==> src/sct_pkg.sv <==
package sct_pkg;

  localparam int DEF_STACK_DEPTH = 64;
  localparam int DEF_SRAM_SIZE   = 2560;
  localparam int DEF_SRAM_BASE   = 256;

  localparam int OP_W    = 2;
  localparam int PC_W    = 14;
  localparam int ADDR_W  = 12;
  localparam int DEPTH_W = 7;
  localparam int FAULT_W = 2;
  localparam int MARK_W  = 2;

  localparam int IN_DATA_W  = ((2 * PC_W + ADDR_W + 7) / 8) * 8;
  localparam int OUT_BITS   = DEPTH_W + 2 * PC_W + FAULT_W;
  localparam int OUT_DATA_W = ((OUT_BITS + 7) / 8) * 8;

  // power of two so the queue pointers wrap by themselves
  localparam int QUEUE_DEPTH = 2;

  localparam logic [OP_W-1:0] OP_CALL     = 2'd0;
  localparam logic [OP_W-1:0] OP_RET_ADDR = 2'd1;
  localparam logic [OP_W-1:0] OP_RELEASE  = 2'd2;

  localparam logic [FAULT_W-1:0] FAULT_NONE      = 2'd0;
  localparam logic [FAULT_W-1:0] FAULT_OVERFLOW  = 2'd1;
  localparam logic [FAULT_W-1:0] FAULT_UNDERFLOW = 2'd2;

  localparam logic [MARK_W-1:0] MARK_NONE = 2'd0;
  localparam logic [MARK_W-1:0] MARK_HIGH = 2'd1;
  localparam logic [MARK_W-1:0] MARK_LOW  = 2'd2;

  typedef enum logic [1:0] {
    CMD_PUSH,
    CMD_MARK,
    CMD_RELEASE,
    CMD_REPORT
  } cmd_kind_t;

  typedef struct packed {
    cmd_kind_t         kind;
    logic [PC_W-1:0]   target;
    logic [PC_W-1:0]   source;
    logic [ADDR_W-1:0] addr;
    logic              mark_below;
  } cmd_t;

endpackage

==> src/sct_front.sv <==
module sct_front import sct_pkg::*; #(
  parameter int SRAM_SIZE = DEF_SRAM_SIZE,
  parameter int SRAM_BASE = DEF_SRAM_BASE
) (
  input  logic                 clk,
  input  logic                 rst,
  input  logic                 s_tvalid,
  output logic                 s_tready,
  input  logic [IN_DATA_W-1:0] s_tdata,
  input  logic [OP_W-1:0]      s_tuser,
  input  logic                 clearing,
  output logic                 cmd_valid,
  input  logic                 cmd_ready,
  output cmd_t                 cmd
);

  localparam int QPW = $clog2(QUEUE_DEPTH);
  localparam int QCW = $clog2(QUEUE_DEPTH + 1);
  localparam logic [ADDR_W:0] WIN_LO = (ADDR_W + 1)'(SRAM_BASE);
  localparam logic [ADDR_W:0] WIN_HI = (ADDR_W + 1)'(SRAM_BASE + SRAM_SIZE);

  cmd_t           q [QUEUE_DEPTH];
  logic [QPW-1:0] wr_ptr;
  logic [QPW-1:0] rd_ptr;
  logic [QCW-1:0] q_count;

  logic [ADDR_W-1:0] addr;
  logic              in_win;
  cmd_t              cls;
  logic              push;
  logic              pop;

  assign addr   = s_tdata[2*PC_W +: ADDR_W];
  assign in_win = ({1'b0, addr} >= WIN_LO) && ({1'b0, addr} < WIN_HI);

  always_comb begin
    cls.target     = s_tdata[PC_W-1:0];
    cls.source     = s_tdata[PC_W +: PC_W];
    cls.addr       = addr;
    cls.mark_below = ({1'b0, addr} != WIN_LO);
    case (s_tuser)
      OP_CALL:     cls.kind = CMD_PUSH;
      OP_RET_ADDR: cls.kind = in_win ? CMD_MARK : CMD_REPORT;
      OP_RELEASE:  cls.kind = in_win ? CMD_RELEASE : CMD_REPORT;
      default:     cls.kind = CMD_REPORT;
    endcase
  end

  assign s_tready  = !clearing && (q_count != QCW'(QUEUE_DEPTH));
  assign push      = s_tvalid && s_tready;
  assign cmd_valid = (q_count != '0);
  assign pop       = cmd_valid && cmd_ready;
  assign cmd       = q[rd_ptr];

  always_ff @(posedge clk) begin
    if (push) begin
      q[wr_ptr] <= cls;
    end
  end

  always_ff @(posedge clk) begin
    if (rst) begin
      wr_ptr  <= '0;
      rd_ptr  <= '0;
      q_count <= '0;
    end else begin
      if (push) begin
        wr_ptr <= wr_ptr + 1'b1;
      end
      if (pop) begin
        rd_ptr <= rd_ptr + 1'b1;
      end
      if (push && !pop) begin
        q_count <= q_count + 1'b1;
      end else if (pop && !push) begin
        q_count <= q_count - 1'b1;
      end
    end
  end

endmodule

==> config.mk <==
export PLATFORM = sky130hd
export DESIGN_NAME = sct_front
export DESIGN_NICKNAME = d
export VERILOG_FILES = /design/src/sct_pkg.sv /design/src/sct_front.sv
export SDC_FILE = /design/constraint.sdc
export NUM_CORES = 1
export LEC_CHECK = 0
export BUFFER_PORTS_ARGS = -buffer_cell sky130_fd_sc_hd__buf_4
export CAP_MARGIN = 10
export CORE_MARGIN = 4
export CORE_UTILIZATION = 52
export CTS_CLUSTER_SIZE = 28
export DETAILED_ROUTE_END_ITERATION = 16
export HOLD_SLACK_MARGIN = 0.05
export PLACE_DENSITY = 0.79
export REMOVE_ABC_BUFFERS = 1
export SLEW_MARGIN = 10
export SYNTH_ARGS = -nofsm -noshare
export SYNTH_HDL_FRONTEND = slang
export SYNTH_SLANG_ARGS = --single-unit
==> constraint.sdc <==
create_clock -name clk -period 3.6 [get_ports clk]
set_input_delay 0.36 -clock clk [delete_from_list [all_inputs] [get_ports clk]]
set_output_delay 0.36 -clock clk [all_outputs]
set_load 0.01 [all_outputs]
==> flow_metrics.py, run 1 <==
metrics = {
    "global_routing": {
        "grt_pass1_wl_um": 9370,
        "grt_pass1_vias": 1905,
        "antenna_found_initial": 0,
        "grt_max_degree": 44,
        "grt_overflow": 0,
        "grt_usage_pct": 16.4,
    },
    "synth": {
        "synthCells": 168,
        "yosysUniqueCellTypes": 21,
        "synth_edf_count": 86,
        "ys_async_sr_fraction_pct": 0,
        "synthFlopType": "edfxtp_1",
        "yosys_warnings": 0,
        "ys_ff_latch": 91,
        "yosysSeqAreaShare_pct": 79.1,
        "netlist_area_um2": 3390,
        "synth_area_per_cell_um2": 20.2,
    },
    "worst_setup_path": {
        "path_max_fanout": 43,
        "cp.required_ns": 3.24,
        "reg2reg_setup_slack_ns": 1.55,
        "r2r_end": "q[0][14]$_DFFE_PP_",
        "crit_buf_inv": 1,
        "crit_slowest_cell": "dfxtp_2",
        "crit_end": "cmd[17]",
        "startpoint_type": "flop",
        "path_class": "flop to primary output",
        "worstPathCellList": "mux2_2, buf_4",
        "cpPeakStageDelay_ns": 1.00,
        "ff2ff_path_depth": 4,
        "path_depth": 2,
        "r2r_start": "q_count[0]$_SDFFE_PP0P_",
        "critPathCaptureType": "primary output",
        "crit_arrival_ns": 1.94,
        "crit_family": "flip-flops",
    },
    "sta": {
        "hold_viol_final": 0,
        "rsz0062_at_grt": "false",
        "max_freq_ghz": 0.435,
        "fin_crit_ns": 2.30,
        "layout_setup_ws_ns": 1.30,
        "finalMaxSlewViolations": 0,
        "slew_headroom_pct": 31.8,
        "hold_slack_ns": 0.196,
        "setup_tns_ns": 0,
        "worstMarginPinSlew_ns": 1.02,
        "skew_ns": 0.00410,
        "layout_worst_path_cycle_share_pct": 63.9,
        "setup_viol_count_final": 0,
    },
    "drt": {
        "dr_total_vias": 1801,
        "finalWirelength_um": 6150,
        "first_pass_iters": 4,
        "vias_per_cell": 5.18,
        "routedWlPerCell_um": 17.7,
        "drc": 0,
        "antenna_left": 0,
        "dr.first_iter.drc_count": 105,
    },
    "clock_network": {
        "cts_made_buffers": 9,
        "cts_root_buffer": "clkbuf_8",
        "htreeDepth": 3,
        "clk_pin_slew_ns": 0.09,
        "ctsResizeCount": 0,
        "cts_buffer_depth": 2,
        "clk_latency_ns": 0.34,
        "cts.hold.buffers_added": 0,
        "tritoncts": "yes",
        "cts_setup_buffers": 0,
        "cts_sinks": 91,
    },
    "floorplan": {
        "rows": 29,
        "dieArea_um2": 7880,
        "start_util_pct": 53.4,
        "die_y_um": 88.8,
        "io_pins": 92,
        "die_x_um": 88.8,
        "fp.coreArea_um2": 6350,
    },
    "power_and_ir_drop": {
        "powerDensity_nw_per_um2": 633,
        "p_leak_nw": 1.61,
        "peakVddDrop_mv": 0.399,
    },
    "cells_and_area": {
        "drive_above_1_share_pct": 57.9,
        "antennaDiodeCount": 0,
        "seqCellArea_um2": 2680,
        "multi_input_area_um2": 689,
        "nNetsFinal": 314,
        "syn_to_final_growth_pct": 29.1,
        "filler_cell_count": 446,
        "fin_util_pct": 69.0,
    },
    "place": {
        "port_buffers": 91,
        "globalplace.congestion": 0.690,
        "dp_worst_setup_slack_ns": 1.52,
        "dp_hpwl_um": 4110,
    },
    "run": {
        "maxCapViolations": 0,
    },
    "run_status": {
        "status": "complete, no violations",
    },
    "worst_hold_path": {
        "hp-class": "input pin to flop",
    },
}
[state kept, by name, indices dropped and copies added (netlist names), named ones only]
signal   count
q           86
q_count      2
rd_ptr       1
wr_ptr       1
[power by group]
| group | switching [mW] | internal [mW] |
|---|---|---|
| clock | 0.342 | 0.388 |
| combinational | 0.279 | 0.402 |
| sequential | 0.0998 | 1.26 |
| total | 0.720 | 2.05 |
[layout make-up]
| cell class | count | share of cell area [%] |
|---|---|---|
| Clock buffer | 9 | 2.83 |
| Clock inverter | 7 | 2.11 |
| Inverter | 1 | 0.0857 |
| Multi-Input combinational cell | 71 | 15.7 |
| Sequential cell | 91 | 61.3 |
| Tap cell | 77 | 2.20 |
| Timing Repair Buffer | 92 | 15.8 |
[per-stage QoR]
stage | total power, mW | area (µm²) | std cells
6_report | 2.77 | 4380 | 348
3_3_place_gp | 2.06 | 4160 | 332
3_5_place_dp | 2.08 | 4160 | 332
5_1_grt | 2.91 | 4380 | 348
2_1_floorplan | 1.73 | 3370 | 163
4_1_cts | 2.81 | 4380 | 348
[layer usage]
metal	vias up	GRT usage (%)	wire length, µm
met2	80	25.7	2850
met3	7	4.93	615
met1	865	21.6	2610
li1	849	-	-
met4	0	6.32	75
met5	-	0	0
[synth_stat cells, types with 2 or more instances]
master / number / area, µm²
xor2_1: 3 / 26.3
a21o_1: 2 / 15.0
nor4_1: 2 / 12.5
buf_2: 5 / 25.0
nor2b_1: 2 / 12.5
or3_1: 2 / 12.5
nor2_1: 5 / 18.8
dfxtp_1: 5 / 100
edfxtp_1: 86 / 2580
mux2_2: 43 / 484
o21ai_0: 2 / 10.0
a21oi_1: 2 / 10.0
[cells in the final DEF, fill, tap and decap left out]
cell and n:
nor3b_4 1, clkinv_2 2, dfxtp_1 4, o21ai_0 2
mux2_2 43, or3_1 2, and2_2 1, ha_1 1
or2_2 1, edfxtp_1 86, bufinv_16 2, clkinvlp_4 3
nand4b_1 1, inv_1 1, mux2_1 1, nor4_1 2
a21oi_1 2, a21o_1 2, nor2_1 5, nor2b_1 1
nor2b_2 1, dfxtp_2 1, xor2_1 3, clkbuf_8 9
o22ai_1 1, nor2b_4 1, buf_4 92
[worst register-to-register path, cell delays in order (launching register included)]
cell and delay (ns):
dfxtp_1 0.43, nor2b_2 0.09, nor3b_4 0.25, nor2b_4 0.46, buf_4 0.46
[worst min path at each step]
stage                              from                       to  depth (start not counted)
finish                      s_tdata[23]       q[0][22]$_DFFE_PP_                          1
floorplan                           rst  q_count[1]$_SDFFE_PP0P_                          1
detailed placement  rd_ptr$_SDFFE_PP0P_                     flop                          2
global route                s_tdata[23]       q[0][22]$_DFFE_PP_                          1
global placement    rd_ptr$_SDFFE_PP0P_                     flop                          2
CTS                         s_tdata[23]       q[0][22]$_DFFE_PP_                          1
[cells by family (layout without fill, tap and decap cells)]
family,Yosys count,in the layout,synth area share (%)
DFF,91,91,79.1
adders and majority gates,1,1,0.369
AOI/OAI and AO/OA,7,7,1.22
muxes,44,44,14.6
buffers and inverters,6,109,0.848
xor gates and xnor gates,3,3,0.775
and+or+nand+nor,16,16,3.10
Power figures use the tool's default switching activity.
==> run 2: changes to the inputs <==
--- a/config.mk
+++ b/config.mk
@@ -8,11 +8,11 @@
 export BUFFER_PORTS_ARGS = -buffer_cell sky130_fd_sc_hd__buf_4
 export CAP_MARGIN = 10
 export CORE_MARGIN = 4
-export CORE_UTILIZATION = 52
+export CORE_UTILIZATION = 47
 export CTS_CLUSTER_SIZE = 28
 export DETAILED_ROUTE_END_ITERATION = 16
 export HOLD_SLACK_MARGIN = 0.05
-export PLACE_DENSITY = 0.79
+export PLACE_DENSITY = 0.76
 export REMOVE_ABC_BUFFERS = 1
 export SLEW_MARGIN = 10
 export SYNTH_ARGS = -nofsm -noshare
==> constraint.sdc (replaced) <==
create_clock -name clk -period 1.9 [get_ports clk]
set_input_delay 0.19 -clock clk [delete_from_list [all_inputs] [get_ports clk]]
set_output_delay 0.19 -clock clk [all_outputs]
set_load 0.01 [all_outputs]
==> flow_metrics.py, run 2 (synthesis results as in run 1) <==
metrics = {
    "clock_network": {
        "tritoncts": "yes",
        "ctsResizeCount": 0,
        "clk_pin_slew_ns": 0.09,
        "cts_buffer_depth": 2,
        "cts_sinks": 91,
        "cts_made_buffers": 9,
        "clk_latency_ns": 0.35,
        "cts_root_buffer": "clkbuf_8",
        "htreeDepth": 3,
    },
    "floorplan": {
        "die_y_um": 93.0,
        "dieArea_um2": 8640,
        "die_x_um": 93.0,
        "rows": 30,
        "start_util_pct": 49.1,
        "fp.coreArea_um2": 6910,
        "io_pins": 92,
    },
    "worst_setup_path": {
        "crit_arrival_ns": 1.73,
        "reg2reg_setup_slack_ns": 0.23,
        "path_class": "flop to flop",
        "cp.required_ns": 1.96,
        "startpoint_type": "flop",
        "r2r_start": "q_count[1]$_SDFFE_PP0P_",
        "path_max_fanout": 23,
        "ff2ff_path_depth": 4,
        "critPathCaptureType": "flop",
        "r2r_end": "q[1][26]$_DFFE_PP_",
    },
    "cells_and_area": {
        "drive_above_1_share_pct": 50.9,
        "final_common_cell": "buf_4",
        "top_regs": "q: 86 flops, q_count: 2 flops",
        "mostFrequentLayoutCells": "buf_4 (93), edfxtp_1 (86), mux2_2 (43), dlygate4sd3_1 (40), clkbuf_8 (9)",
        "design_area_um2": 4880,
        "syn_to_final_growth_pct": 43.7,
        "fin_util_pct": 70.6,
        "final_cells": 412,
        "top_register": "q",
        "largest_register_ffs": 86,
        "nNetsFinal": 359,
        "filler_cell_count": 468,
        "antennaDiodeCount": 0,
    },
    "sta": {
        "fin_crit_ns": 1.67,
        "setup_tns_ns": 0,
        "worstMarginPinSlew_ns": 0.334,
        "max_freq_ghz": 0.598,
        "skew_ns": 0.0132,
        "finalMaxSlewViolations": 0,
        "rsz0062_at_grt": "false",
        "slew_headroom_pct": 77.5,
        "layout_worst_path_cycle_share_pct": 88.1,
        "setup_viol_count_final": 0,
        "hold_viol_final": 0,
    },
    "power_and_ir_drop": {
        "netSwitchingPower_mw": 1.43,
        "p_int_mw": 3.89,
        "power.share.switching_pct": 26.8,
        "finalPower_mw": 5.32,
        "powerDensity_nw_per_um2": 1090,
        "p_clk_share_pct": 24.4,
        "peakVddDrop_mv": 0.724,
        "p_seq_share_pct": 46.3,
        "power_frac_comb_pct": 29.3,
        "p_leak_nw": 1.82,
    },
    "drt": {
        "antenna_left": 0,
        "first_pass_iters": 4,
        "dr_total_vias": 1975,
        "drc": 0,
        "vias_per_cell": 4.79,
        "finalWirelength_um": 6680,
        "routedWlPerCell_um": 16.2,
        "dr.first_iter.drc_count": 88,
    },
    "place": {
        "placedCellCount": 356,
        "dp_hpwl_um": 4350,
        "place_area_um2": 4280,
        "globalplace.congestion": 0.726,
        "port_buffers": 91,
    },
    "run": {
        "maxCapViolations": 0,
    },
    "worst_hold_path": {
        "hold_start": "s_tdata[36]",
        "whs_endpoint": "q[1][9]$_DFFE_PP_",
        "min_path_cells": 1,
        "hp-class": "input pin to flop",
    },
    "global_routing": {
        "grt_max_degree": 31,
        "grt_usage_pct": 15.8,
        "grt_pass1_wl_um": 10300,
        "antenna_found_initial": 0,
        "grt_pass1_vias": 2073,
        "grt_overflow": 0,
    },
    "run_status": {
        "status": "complete, no violations",
    },
}
[run 2: per-stage QoR]
step | hold slack (ns) | setup slack (ns)
after floorplan | 0.259 | -1.20
after global placement | 0.376 | 0.302
after detailed placement | 0.378 | 0.254
after CTS | 0.0502 | 0.226
after global routing | 0.0502 | 0.152
final | 0.0676 | 0.227
[run 2: critical path, cell delays in order, from the launching register on]
cell,delay (ns)
dfxtp_1,0.35
nor2b_2,0.18
nor3b_4,0.26
and2_2,0.36
buf_12,0.22
[run 2: cell type report]
class                   count  area, µm²  share of cell area (%)
repair buffers            137       1180                    24.2
well taps                  96        120                    2.46
multi-input cells          71        689                    14.1
clock buffers              10        128                    2.62
flip-flops and latches     91       2680                    55.0
clock inverters             6       72.6                    1.49
inverters                   1       3.75                  0.0770
[run 2: power by group through the flow]
stage | logic (mW) | clock network (mW) | registers (mW)
floorplan | 0.700 | 0 | 2.58
global placement | 1.49 | 0 | 2.50
detailed placement | 1.50 | 0 | 2.51
CTS | 1.58 | 1.34 | 2.47
global route | 1.67 | 1.41 | 2.48
finish | 1.56 | 1.30 | 2.46
[run 2: repair_timing]
action,CTS,global route
endpoints found under the hold margin,82,0
endpoints found under the setup margin,0,0
hold buffers,40,0
setup buffers,0,0
[run 2: worst max-delay path by stage]
stage	from	end	slack, ns	depth (start not counted)
after CTS	q_count[1]$_SDFFE_PP0P_	q[1][0]$_DFFE_PP_	0.23	4
after floorplan	q_count[1]$_SDFFE_PP0P_	q[0][0]$_DFFE_PP_	-1.20	3
after global routing	q_count[0]$_SDFFE_PP0P_	q[1][39]$_DFFE_PP_	0.15	4
after detailed placement	q_count[0]$_SDFFE_PP0P_	q[1][35]$_DFFE_PP_	0.25	4
final	q_count[1]$_SDFFE_PP0P_	q[1][26]$_DFFE_PP_	0.23	4
after global placement	q_count[1]$_SDFFE_PP0P_	q[1][34]$_DFFE_PP_	0.30	4
[run 2: layer usage]
metal / track usage (%) / part of all wire [%] / up-vias
li1: - / - / 944
met1: 19.6 / 42 / 962
met2: 27.0 / 52 / 62
met3: 3.09 / 4.6 / 7
met4: 6.96 / 1.0 / 0
met5: 0 / 0 / -
==> run 3: changes to the inputs <==
--- a/config.mk
+++ b/config.mk
@@ -8,11 +8,12 @@
 export BUFFER_PORTS_ARGS = -buffer_cell sky130_fd_sc_hd__buf_4
 export CAP_MARGIN = 10
 export CORE_MARGIN = 4
-export CORE_UTILIZATION = 47
+export CORE_UTILIZATION = 49
+export CTS_BUF_LIST = sky130_fd_sc_hd__clkbuf_4 sky130_fd_sc_hd__clkbuf_8
 export CTS_CLUSTER_SIZE = 28
 export DETAILED_ROUTE_END_ITERATION = 16
 export HOLD_SLACK_MARGIN = 0.05
-export PLACE_DENSITY = 0.76
+export PLACE_DENSITY = 0.78
 export REMOVE_ABC_BUFFERS = 1
 export SLEW_MARGIN = 10
 export SYNTH_ARGS = -nofsm -noshare
==> flow_metrics.py, run 3 (synthesis results as in run 1) <==
metrics = {
    "drt": {
        "drc": 0,
        "routedWlPerCell_um": 17.0,
        "finalWirelength_um": 6720,
        "vias_per_cell": 4.98,
        "dr.first_iter.drc_count": 74,
        "dr_total_vias": 1968,
        "first_pass_iters": 4,
        "antenna_left": 0,
    },
    "power_and_ir_drop": {
        "p_clk_share_pct": 26.1,
        "power_frac_comb_pct": 28.1,
        "p_seq_share_pct": 45.9,
        "finalPower_mw": 5.44,
        "p_int_mw": 4.01,
        "p_leak_nw": 1.82,
        "powerDensity_nw_per_um2": 1120,
        "netSwitchingPower_mw": 1.43,
        "power.share.switching_pct": 26.2,
        "peakVddDrop_mv": 0.746,
    },
    "floorplan": {
        "start_util_pct": 50.2,
        "dieArea_um2": 8320,
        "die_y_um": 91.2,
        "die_x_um": 91.2,
        "fp.coreArea_um2": 6760,
        "io_pins": 92,
        "rows": 30,
    },
    "clock_network": {
        "cts_buffer_depth": 2,
        "tritoncts": "yes",
        "clk_latency_ns": 0.33,
        "cts_made_buffers": 9,
        "clk_pin_slew_ns": 0.09,
        "cts_sinks": 91,
        "cts_root_buffer": "clkbuf_8",
        "htreeDepth": 3,
    },
    "cells_and_area": {
        "largest_register_ffs": 86,
        "top_register": "q",
        "antennaDiodeCount": 0,
        "nNetsFinal": 358,
        "drive_above_1_share_pct": 50.8,
        "final_common_cell": "buf_4",
        "top_regs": "q: 86 flops, q_count: 2 flops",
        "fin_util_pct": 71.9,
        "syn_to_final_growth_pct": 43.3,
        "mostFrequentLayoutCells": "buf_4 (93), edfxtp_1 (86), mux2_2 (43), dlygate4sd3_1 (40), clkbuf_8 (9)",
    },
    "global_routing": {
        "grt_pass1_vias": 2112,
        "grt_usage_pct": 16.6,
        "grt_pass1_wl_um": 10600,
        "grt_overflow": 0,
        "grt_max_degree": 34,
        "antenna_found_initial": 0,
    },
    "worst_setup_path": {
        "r2r_start": "q_count[0]$_SDFFE_PP0P_",
        "path_class": "flop to primary output",
        "startpoint_type": "flop",
        "crit_family": "flip-flops",
        "path_max_fanout": 33,
        "worstPathCellList": "buf_12, mux2_2, buf_4",
        "cpPeakStageDelay_ns": 0.45,
        "crit_slowest_cell": "dfxtp_4",
        "crit_arrival_ns": 1.57,
        "cp.required_ns": 1.71,
        "crit_buf_inv": 2,
        "critPathCaptureType": "primary output",
    },
    "sta": {
        "layout_setup_ws_ns": 0.140,
        "rsz0062_at_grt": "false",
        "finalMaxSlewViolations": 0,
        "setup_tns_ns": 0,
        "skew_ns": 0.00681,
        "setup_viol_count_final": 0,
        "worstMarginPinSlew_ns": 0.383,
        "fin_crit_ns": 1.76,
        "hold_viol_final": 0,
        "max_freq_ghz": 0.568,
        "slew_headroom_pct": 74.2,
        "layout_worst_path_cycle_share_pct": 92.6,
    },
    "place": {
        "dp_worst_setup_slack_ns": 0.255,
        "dp_hpwl_um": 4230,
        "globalplace.congestion": 0.709,
        "port_buffers": 91,
    },
    "run_status": {
        "status": "complete, no violations",
    },
    "worst_hold_path": {
        "hp-class": "input pin to flop",
        "hold_start": "s_tdata[36]",
    },
    "run": {
        "maxCapViolations": 0,
    },
}
-- run 3: area by class of cell --
cell class | count | area, µm²
fill | 416 | 1900
tap | 80 | 100
inverter | 1 | 3.75
clock inverter | 7 | 98.8
timing repair buffer | 136 | 1160
clock buffer | 9 | 124
sequential | 91 | 2690
multi-input combinational | 71 | 689
-- run 3: what timing repair did --
action,CTS,global route
endpoints found under the hold margin,82,0
resized for setup,0,1
setup buffers,0,0
hold buffers,40,0
setup endpoints to repair,0,7
-- run 3: power groups by stage --
stage / clock (mW) / combinational [mW] / sequential [mW]
3_3_place_gp: 0 / 1.44 / 2.53
6_report: 1.42 / 1.53 / 2.49
4_1_cts: 1.44 / 1.54 / 2.49
2_1_floorplan: 0 / 0.700 / 2.58
5_1_grt: 1.54 / 1.63 / 2.51
3_5_place_dp: 0 / 1.46 / 2.54
-- run 3: final timing paths --
kind,slack [ns],depth (start not counted),end
worst min register to register,0.52,2,flop
worst min-delay path,0.07,1,q[0][9]$_DFFE_PP_
worst max register to register,0.25,5,q_count[1]$_SDFFE_PP0P_
worst max-delay path,0.14,3,cmd[1]
-- run 3: routing by layer --
| metal | GRT usage [%] | vias up | share of wire, % |
|---|---|---|---|
| met5 | 0 | - | 0 |
| met4 | 4.52 | 0 | 0.28 |
| met3 | 4.64 | 2 | 5.9 |
| met2 | 28.1 | 63 | 52 |
| met1 | 20.9 | 965 | 42 |
| li1 | - | 938 | - |
-- run 3: stage by stage --
stage               cells  instance area [µm²]  hold WS (ns)
floorplan             163                 3370         0.259
global placement      339                 4240         0.376
detailed placement    339                 4240         0.379
CTS                   395                 4860        0.0541
global route          395                 4860        0.0548
finish                395                 4860        0.0738
